File: config.mk
export PLATFORM = sky130hd
export DESIGN_NAME = dhms_ctrl
export DESIGN_NICKNAME = d
export VERILOG_FILES = /design/src/dhms_pkg.sv /design/src/dhms_ctrl.sv
export SDC_FILE = /design/constraint.sdc
export NUM_CORES = 1
export LEC_CHECK = 0
export BUFFER_PORTS_ARGS = -buffer_cell sky130_fd_sc_hd__buf_4
export CAP_MARGIN = 0
export CORE_MARGIN = 1
export CORE_UTILIZATION = 25
export DETAILED_ROUTE_END_ITERATION = 16
export HOLD_SLACK_MARGIN = 0.08
export SYNTH_ARGS = -nofsm -noshare
export SYNTH_HDL_FRONTEND = slang
export SYNTH_SLANG_ARGS = --single-unit
File: constraint.sdc
create_clock -name clk_i -period 1.7 [get_ports clk_i]
set_input_delay 0.085 -clock clk_i [delete_from_list [all_inputs] [get_ports clk_i]]
set_output_delay 0.085 -clock clk_i [all_outputs]
set_load 0.005 [all_outputs]
File: src/dhms_pkg.sv
package dhms_pkg;

  // forecast loop bound and its counter width
  localparam int unsigned MAX_FORECAST_STEPS = 63;
  localparam int unsigned CNT_W = $clog2(MAX_FORECAST_STEPS + 1);

  // one result bit per iteration of the square root and of the divider
  localparam int unsigned ITER_STEPS = 32;
  localparam int unsigned ITER_W = $clog2(ITER_STEPS);

  // binary angle of a quarter turn
  localparam logic [31:0] QUARTER = 32'h4000_0000;
  // 2^32 / (2*pi)
  localparam logic signed [32:0] INV_TWO_PI = 33'sd683565276;

  // odd quarter-wave sine polynomial, Q30
  localparam logic signed [32:0] SIN_C1 = 33'sd1686629713;
  localparam logic signed [32:0] SIN_C3 = 33'sd693598668;
  localparam logic signed [32:0] SIN_C5 = 33'sd85569306;
  localparam logic signed [32:0] SIN_C7 = 33'sd5026995;
  localparam logic signed [32:0] SIN_C9 = 33'sd172272;

  // configuration register indexes
  localparam logic [2:0] CFG_START_X       = 3'd0;
  localparam logic [2:0] CFG_START_Y       = 3'd1;
  localparam logic [2:0] CFG_DAMPING       = 3'd2;
  localparam logic [2:0] CFG_SPEED_LIMIT   = 3'd3;
  localparam logic [2:0] CFG_FORECAST_STEP = 3'd4;

  localparam logic [16:0] DAMPING_RST     = 17'd58982;
  localparam logic [30:0] SPEED_LIMIT_RST = 31'd131072;
  localparam logic [19:0] FSTEP_RST       = 20'd6554;

  localparam logic CMD_ADVANCE  = 1'b0;
  localparam logic CMD_FORECAST = 1'b1;

  typedef struct packed {
    logic               command;
    logic signed [19:0] accel;
    logic signed [19:0] turn_rate;
    logic [19:0]        delta_time;
    logic [5:0]         step_count;
  } in_word_t;

  typedef struct packed {
    logic signed [31:0] pos_x;
    logic signed [31:0] pos_y;
    logic signed [31:0] vel_x;
    logic signed [31:0] vel_y;
    logic [31:0]        heading;
  } out_word_t;

  typedef enum logic [5:0] {
    OP_NOP,
    OP_LOAD,
    OP_CSIN_INIT,
    OP_SSIN_INIT,
    OP_SIN_X2,
    OP_SIN_SUB,
    OP_SIN_MUL,
    OP_SIN_MULX,
    OP_SIN_END,
    OP_AX,
    OP_AY,
    OP_PAX,
    OP_PAY,
    OP_VX_ADD,
    OP_VY_ADD,
    OP_VX_DAMP,
    OP_VY_DAMP,
    OP_M2A,
    OP_M2B,
    OP_CMP,
    OP_SQRT_STEP,
    OP_DIVX_MUL,
    OP_DIVX_INIT,
    OP_DIVX_END,
    OP_DIVY_INIT,
    OP_DIVY_END,
    OP_DIV_STEP,
    OP_PX_MUL,
    OP_PY_MUL,
    OP_AXX_H,
    OP_AXX_L,
    OP_AXX_S,
    OP_AYY_L,
    OP_AYY_S,
    OP_PX_UPD,
    OP_PY_UPD,
    OP_HD_UPD,
    OP_FINISH
  } op_e;

  typedef struct packed {
    op_e op;
  } cmd_t;

  typedef struct packed {
    logic clamp;
  } status_t;

  // program addresses where the sequencer branches
  localparam logic [5:0] PC_CMP       = 6'd32;
  localparam logic [5:0] PC_DIVX_INIT = 6'd34;
  localparam logic [5:0] PC_DIVY_INIT = 6'd36;
  localparam logic [5:0] PC_POS       = 6'd38;
  localparam logic [5:0] PC_LAST      = 6'd47;

  // one motion step; each op consumes the previous product and may start the next
  function automatic op_e prog(input logic [5:0] pc);
    op_e o;
    unique case (pc)
      6'd0, 6'd11: o = (pc == 6'd0) ? OP_CSIN_INIT : OP_SSIN_INIT;
      6'd1, 6'd12: o = OP_SIN_X2;
      6'd2, 6'd4, 6'd6, 6'd8, 6'd13, 6'd15, 6'd17, 6'd19: o = OP_SIN_SUB;
      6'd3, 6'd5, 6'd7, 6'd14, 6'd16, 6'd18: o = OP_SIN_MUL;
      6'd9, 6'd20: o = OP_SIN_MULX;
      6'd10, 6'd21: o = OP_SIN_END;
      6'd22: o = OP_AX;
      6'd23: o = OP_AY;
      6'd24: o = OP_PAX;
      6'd25: o = OP_PAY;
      6'd26: o = OP_VX_ADD;
      6'd27: o = OP_VY_ADD;
      6'd28: o = OP_VX_DAMP;
      6'd29: o = OP_VY_DAMP;
      6'd30: o = OP_M2A;
      6'd31: o = OP_M2B;
      6'd32: o = OP_CMP;
      6'd33: o = OP_DIVX_MUL;
      6'd34: o = OP_DIVX_INIT;
      6'd35: o = OP_DIVX_END;
      6'd36: o = OP_DIVY_INIT;
      6'd37: o = OP_DIVY_END;
      6'd38: o = OP_PX_MUL;
      6'd39: o = OP_PY_MUL;
      6'd40: o = OP_AXX_H;
      6'd41: o = OP_AXX_L;
      6'd42: o = OP_AXX_S;
      6'd43: o = OP_AYY_L;
      6'd44: o = OP_AYY_S;
      6'd45: o = OP_PX_UPD;
      6'd46: o = OP_PY_UPD;
      6'd47: o = OP_HD_UPD;
      default: o = OP_NOP;
    endcase
    return o;
  endfunction

  function automatic logic signed [32:0] sin_coef(input logic [1:0] idx);
    logic signed [32:0] c;
    unique case (idx)
      2'd0: c = SIN_C7;
      2'd1: c = SIN_C5;
      2'd2: c = SIN_C3;
      default: c = SIN_C1;
    endcase
    return c;
  endfunction

  function automatic logic signed [31:0] sat32(input logic signed [39:0] v);
    logic signed [31:0] r;
    if (v > 40'sd2147483647) begin
      r = 32'sh7fff_ffff;
    end else if (v < -40'sd2147483648) begin
      r = 32'sh8000_0000;
    end else begin
      r = v[31:0];
    end
    return r;
  endfunction

endpackage

File: src/dhms_ctrl.sv
module dhms_ctrl (
  input  logic                clk_i,
  input  logic                rst_ni,
  input  logic                in_valid_i,
  output logic                in_stall_o,
  input  dhms_pkg::in_word_t  in_data_i,
  output logic                out_valid_o,
  input  logic                out_stall_i,
  output dhms_pkg::cmd_t      cmd_o,
  input  dhms_pkg::status_t   status_i
);

  typedef enum logic [4:0] {
    S_IDLE = 5'b00001,
    S_RUN  = 5'b00010,
    S_SQRT = 5'b00100,
    S_DIV  = 5'b01000,
    S_DONE = 5'b10000
  } state_e;

  state_e                      state_q, state_d;
  logic [5:0]                  pc_q, pc_d;
  logic [dhms_pkg::ITER_W-1:0] iter_q, iter_d;
  logic [dhms_pkg::CNT_W-1:0]  cnt_q, cnt_d;
  logic                        out_valid_q, out_valid_d;
  logic [dhms_pkg::CNT_W-1:0]  step_lim;
  logic                        accept;

  assign in_stall_o  = (state_q != S_IDLE);
  assign accept      = in_valid_i && !in_stall_o;
  assign out_valid_o = out_valid_q;

  always_comb begin
    if (32'(in_data_i.step_count) > 32'(dhms_pkg::MAX_FORECAST_STEPS)) begin
      step_lim = dhms_pkg::CNT_W'(dhms_pkg::MAX_FORECAST_STEPS);
    end else begin
      step_lim = dhms_pkg::CNT_W'(in_data_i.step_count);
    end
  end

  always_comb begin
    state_d     = state_q;
    pc_d        = pc_q;
    iter_d      = iter_q;
    cnt_d       = cnt_q;
    out_valid_d = out_valid_q && out_stall_i;
    cmd_o.op    = dhms_pkg::OP_NOP;
    unique case (state_q)
      S_IDLE: begin
        if (accept) begin
          cmd_o.op = dhms_pkg::OP_LOAD;
          pc_d     = '0;
          if (in_data_i.command == dhms_pkg::CMD_FORECAST) begin
            cnt_d   = step_lim;
            state_d = (step_lim == '0) ? S_DONE : S_RUN;
          end else begin
            cnt_d   = dhms_pkg::CNT_W'(1);
            state_d = S_RUN;
          end
        end
      end
      S_RUN: begin
        cmd_o.op = dhms_pkg::prog(pc_q);
        pc_d     = pc_q + 6'd1;
        iter_d   = '0;
        if (pc_q == dhms_pkg::PC_CMP) begin
          if (status_i.clamp) begin
            state_d = S_SQRT;
          end else begin
            pc_d = dhms_pkg::PC_POS;
          end
        end else if (pc_q == dhms_pkg::PC_DIVX_INIT || pc_q == dhms_pkg::PC_DIVY_INIT) begin
          state_d = S_DIV;
        end else if (pc_q == dhms_pkg::PC_LAST) begin
          if (cnt_q > dhms_pkg::CNT_W'(1)) begin
            cnt_d = cnt_q - dhms_pkg::CNT_W'(1);
            pc_d  = '0;
          end else begin
            state_d = S_DONE;
          end
        end
      end
      S_SQRT, S_DIV: begin
        cmd_o.op = (state_q == S_SQRT) ? dhms_pkg::OP_SQRT_STEP : dhms_pkg::OP_DIV_STEP;
        iter_d   = iter_q + dhms_pkg::ITER_W'(1);
        if (iter_q == dhms_pkg::ITER_W'(dhms_pkg::ITER_STEPS - 1)) begin
          state_d = S_RUN;
        end
      end
      S_DONE: begin
        // result register must be free or drained this cycle
        if (!out_valid_q || !out_stall_i) begin
          cmd_o.op    = dhms_pkg::OP_FINISH;
          out_valid_d = 1'b1;
          state_d     = S_IDLE;
        end
      end
      default: state_d = S_IDLE;
    endcase
  end

  always_ff @(posedge clk_i or negedge rst_ni) begin
    if (!rst_ni) begin
      state_q     <= S_IDLE;
      pc_q        <= '0;
      iter_q      <= '0;
      cnt_q       <= '0;
      out_valid_q <= 1'b0;
    end else begin
      state_q     <= state_d;
      pc_q        <= pc_d;
      iter_q      <= iter_d;
      cnt_q       <= cnt_d;
      out_valid_q <= out_valid_d;
    end
  end

endmodule

==> results.cfg, run 1 <==
[status]
status = finished with violations
violations = setup timing

[cts]
h-tree-depth = 1
clock_tree.root_cell = clkbuf_8
clockBufferDepth = 2
cts_tree = done
clkSlewWorstSetupHoldPaths_ps = 90
cts.sinks = 23
cts_buffers = 3
clkLatencyLatePin_ps = 270

[critical_path]
cp_cell_sequence = buf_4 > ha_4 > or3_4 > mux2_4 > a311oi_2 > a31oi_1 > buf_4
reg2reg_slack_ps = -330
critPathMaxStageDelay_ps = 410
crit_path_start = pc_q[1]
cp_slowest_cell = dfrtp_1
critPathKind = register to output port
start_kind = register
endpoint_kind = output port
timing.rr.start = pc_q[0]
required_ps = 1620
worstPathArrival_ps = 2150
r2r_cells = 8
crit_path_frequent_cell = buf_4
reg2reg_to = state_q[1]
cp-endpoint = cmd_o[2]
critPathMaxFanout = 8

[floorplanning]
die_h_um = 92.24
core-area_um2 = 7807
die_w_um = 92.24
ioPinCount = 80
rows = 32
dieArea_um2 = 8507
start_util = 0.2607

[logic_synthesis]
synth_nets = 337
synth.cell_area_um2 = 2036
netlist-cell-type-count = 65
avgSynthCellArea_um2 = 7.921
synth_top_area_frac = 0.2704
synthTopCellsByCount = nor2_1 (24), dfrtp_1 (22), o21ai_0 (22)
synth_cells = 257
yosysWarnings = 0
yosys-top-cells-area = dfrtp_1 (27%), o21ai_0 (5.4%), ha_1 (4.9%)
synth-edff-count = 0
synth_flop_cell = dfrtp_1
synthArstFlopShare = 1.000
synth_seq_cells = 23
synth_most_common_cell = nor2_1
synth_top_cell_by_area = dfrtp_1
seq_area_frac_synth = 0.2833

[worst_hold_path]
hp-class = input port to register

[global_routing]
grt-ovfl-total = 0
grt_pass1_vias = 2348
grt_max_degree = 24
grt_use_total = 0.1566
grt_pass1_wl_mm = 10.85
antenna_found_initial = 0

[pwr]
leakage_nw = 1.557
ir_worst_vdd_mv = 0.3910
p_clk_frac = 0.082
powerDensity_nw_per_um2 = 1283
power_switching_mw = 1.697
p_comb_frac = 0.726
pwr-share-seq = 0.192
power.internal_mw = 2.629
p_sw_frac = 0.3922

[timing]
rsz0062_at_grt = true
slew_headroom = 0.7385
drv_slew = 0
fin_crit_sh = 1.317
hold_violations = 0
fin_tns_setup_ps = -4828
period_minus_slack_ps = 2240
fin_skew_ps = 5.411
fmax_ghz = 0.4465
setup_viol = 20
worst_slack_ps = -539.7
worst_pin_slew_ps = 382.4

[placement]
dp_hpwl_mm = 4.689
port_buffers = 19
post_dp_cell_area_um2 = 2914
gp_congestion = 0.8917

[detailed_routing]
routed_wl_mm = 6.696
ant_nets = 0
num_vias = 2396
via_per_inst = 5.087
wl_met3_um = 202
first_pass_iters = 4
route.met2.wl_mm = 3.375
wl_met1_mm = 3.030
drc_errors = 0
drt_iter0_markers = 78
routed.top_layer = met4
post_drt_wl_per_cell_um = 14.22

[finish]
finalInstanceArea_um2 = 3371
fill_cells = 737
multi_input_area_um2 = 1587
fin_nets = 450
num_antenna_cells = 0
area_delta_synth_final_pct = 65.58
layout-drive-gt1-share = 0.5068
seqCellArea_um2 = 579.3

[flow_run]
max_cap_violations = 0
[area by class of cell]
| cell class | count | share of cell area |
|---|---|---|
| Clock buffer | 4 | 0.01336 |
| Tap cell | 102 | 0.03786 |
| Timing Repair Buffer | 126 | 0.2951 |
| Sequential cell | 23 | 0.1719 |
| Multi-Input combinational cell | 206 | 0.4707 |
| Inverter | 10 | 0.01114 |
[timing repair]
action | 4_1_cts | 5_1_grt
hold endpoints to repair | 24 | 0
endpoints found under the setup margin | 19 | 25
pin swaps | 26 | 8
buffers inserted | 20 | 3
resized for setup | 29 | 26
hold buffers | 2 | 0
[per-layer routing]
metal	global-route usage	vias up
met2	0.2792	45
li1	-	1173
met5	0	-
met1	0.2001	1170
met3	0.01658	8
met4	0.03906	0
[power groups by stage]
stage          Clock (mW)  Combinational [mW]  Sequential (mW)
2_1_floorplan           0                1.30            0.795
3_3_place_gp            0                2.32            0.824
3_5_place_dp            0                2.35            0.832
4_1_cts             0.364                2.88            0.820
5_1_grt             0.382                3.40            0.848
6_report            0.353                3.14            0.830
[cell usage in the layout, fill, tap and decap left out, types with 4 or more instances in the layout]
cell type / Yosys / layout
inv_1: 9 / 5
nor2_1: 24 / 23
o21ai_2: 1 / 5
o21ai_0: 22 / 12
a21oi_1: 17 / 12
ha_4: 0 / 4
nand2b_1: 8 / 6
or3_1: 7 / 4
inv_2: 1 / 5
o21ai_1: 5 / 11
buf_4: 2 / 117
nand3b_1: 4 / 4
nand3_1: 7 / 7
buf_6: 1 / 5
a21oi_2: 0 / 4
nor2b_1: 7 / 6
nor3_1: 7 / 6
a31oi_1: 4 / 4
dfrtp_1: 22 / 20
nand2_1: 18 / 18
[registers in the layout, summed over array words and instances (netlist names)]
name,count
cnt_q,6
pc_q,6
iter_q,5
state_q,5
out_valid_o,1
[per-stage QoR]
stage | setup WS, ps | power [mW] | instances | util | hold slack, ps
6_report | -539.7 | 4.326 | 471 | 0.4317 | 112.5
5_1_grt | -638.4 | 4.632 | 471 | 0.4317 | 124.6
4_1_cts | -582.7 | 4.065 | 468 | 0.4157 | 109.3
3_5_place_dp | -448.9 | 3.183 | 443 | 0.3732 | 3.817
3_3_place_gp | -401.2 | 3.149 | 443 | 0.3732 | 0.7954
2_1_floorplan | -0.3197 | 2.095 | 257 | - | -210.6
[critical path, delay by kind of cell, from the launching register on]
kind	cells	cell delay [ps]
compound gates	2	300
fa+ha+maj	1	190
buf+inv	2	310
flops	1	410
mux	1	270
simple gates	1	400
[cells by family (layout without fill, tap and decap cells)]
| kind of cell | count (synthesis) | after routing | synth area share |
|---|---|---|---|
| adders and majority gates | 8 | 8 | 0.04917 |
| xor gates and xnor gates | 2 | 2 | 0.008606 |
| and+or+nand+nor | 104 | 104 | 0.2852 |
| DFF | 23 | 23 | 0.2833 |
| buffers and inverters | 28 | 140 | 0.06453 |
| AOI/OAI and AO/OA | 86 | 86 | 0.2772 |
| muxes | 6 | 6 | 0.03196 |
[how the worst min path moves through the flow]
stage,to,start,slack (ps),cells past startpoint
after floorplan,cnt_q[0],rst_ni,-210,0
after global placement,iter_q[2],rst_ni,0.8,1
after detailed placement,iter_q[2],rst_ni,4,1
after CTS,cnt_q[4],in_data_i[4],110,3
after global routing,cnt_q[4],in_data_i[4],120,3
final,cnt_q[4],in_data_i[4],110,3
(Power assumes the default switching activity.)
==> run 2, diff against run 1 <==
Settings changed: CORE_UTILIZATION 25 to 36.
==> results.cfg, run 2 (synthesis gave the netlist of run 1 again) <==
[timing]
worst_pin_slew_ps = 386.6
fin_hold_ws_ps = 129.2
worst_slack_ps = -546.7
fin_tns_setup_ps = -5595
drv_slew = 0
period_minus_slack_ps = 2247
setup_viol = 21
slew_headroom = 0.7356
fin_skew_ps = 4.958
hold_violations = 0
rsz0062_at_grt = true
fin_crit_sh = 1.322
fmax_ghz = 0.4451

[cts]
clkLatencyLatePin_ps = 270
clkSlewWorstSetupHoldPaths_ps = 100
cts_tree = done
clockBufferDepth = 2
cts_buffers = 3
clock_tree.root_cell = clkbuf_8
cts.sinks = 23
h-tree-depth = 1

[global_routing]
grt_pass1_vias = 2210
grt_max_degree = 24
grt-ovfl-total = 0
grt_pass1_wl_mm = 10.67
antenna_found_initial = 0
grt_use_total = 0.2185

[critical_path]
endpoint_kind = output port
worstPathArrival_ps = 2160
r2r_cells = 10
critPathKind = register to output port
required_ps = 1620
start_kind = register
cp_cell_sequence = inv_4 > ha_4 > buf_4 > o41ai_2 > o2bb2ai_1 > a21bo_2 > a21oi_2 > o21ai_1 > buf_4
timing.rr.start = pc_q[1]
reg2reg_to = pc_q[3]
critPathMaxStageDelay_ps = 470
critPathMaxFanout = 7
cp_slowest_cell = dfrtp_2
crit_path_frequent_cell = buf_4
reg2reg_slack_ps = -270

[worst_hold_path]
holdPathEnd = cnt_q[4]
hp-class = input port to register
whs_path_depth = 3
min_from = in_data_i[4]

[detailed_routing]
num_vias = 2297
post_drt_wl_per_cell_um = 15.84
routed_wl_mm = 6.620
via_per_inst = 5.495
first_pass_iters = 4
ant_nets = 0
drt_iter0_markers = 257
drc_errors = 0

[finish]
num_antenna_cells = 0
layout-drive-gt1-share = 0.4884
final_common_cell = buf_4
final_cells = 418
utilization = 0.5834
finalInstanceArea_um2 = 3193
fin_nets = 427
fill_cells = 487
top_regs = cnt_q x6, pc_q x6
final_cell_mix = buf_4 (87), nor2_1 (22), nand2_1 (18), dfrtp_1 (17), buf_6 (14)
area_delta_synth_final_pct = 56.85

[placement]
port_buffers = 19
post-place-ws_ps = -377.2
dp_hpwl_mm = 4.632
place_inst = 398
post_dp_cell_area_um2 = 2751
gp_congestion = 0.8180

[status]
violations = setup timing
status = finished with violations

[floorplanning]
rows = 27
dieArea_um2 = 5959
ioPinCount = 80
die_h_um = 77.20
die_w_um = 77.20
start_util = 0.3720
core-area_um2 = 5473

[pwr]
powerDensity_nw_per_um2 = 1286
leakage_nw = 1.428
ir_worst_vdd_mv = 0.6661
finalPower_mw = 4.107

[flow_run]
max_cap_violations = 0
==> run 2: layer usage <==
layer  vias to the layer above  GRT usage  share of wire
li1                       1136          -              -
met1                      1100     0.2902           0.45
met2                        51     0.3761           0.50
met3                        10    0.03333          0.037
met4                         0    0.03585          0.013
met5                         -          0              0
==> run 2: layout make-up <==
cell class              instances  area, um2  area share
clock inverters                 1      7.507    0.002351
well taps                      72      90.09     0.02821
clock buffers                   3      41.29     0.01293
flip-flops and latches         23      583.1      0.1826
multi-input cells             206       1600      0.5012
inverters                      10      40.04     0.01254
repair buffers                103      830.8      0.2602
==> run 2: timing repair <==
| action | CTS | global route |
|---|---|---|
| pin swaps | 13 | 17 |
| buffers inserted | 6 | 10 |
| hold endpoints to repair | 24 | 0 |
| endpoints found under the setup margin | 21 | 26 |
| hold buffers | 2 | 0 |
| gates resized for setup | 34 | 37 |
==> run 2: how the worst max path moves through the flow <==
| stage | depth (start not counted) | slack (ps) | start | end |
|---|---|---|---|---|
| after floorplan | 8 | -0.3 | pc_q[0] | cmd_o[3] |
| after global placement | 9 | -290 | pc_q[1] | cmd_o[0] |
| after detailed placement | 9 | -380 | pc_q[1] | cmd_o[1] |
| after CTS | 7 | -550 | pc_q[1] | cmd_o[2] |
| after global routing | 9 | -630 | pc_q[1] | cmd_o[3] |
| final | 9 | -550 | pc_q[0] | cmd_o[3] |
==> run 2: worst max-delay path, delay by kind of cell, from the launching register on <==
kind | cells | cell delay (ps)
flops | 1 | 470
fa+ha+maj | 1 | 190
compound gates | 5 | 870
buf+inv | 3 | 360
==> run 2: where the power goes <==
group          switching [mW]  total [mW]  internal, mW
logic                    1.35        2.89          1.54
clock network           0.212       0.378         0.166
registers               0.149       0.835         0.686
total                    1.71        4.11          2.39
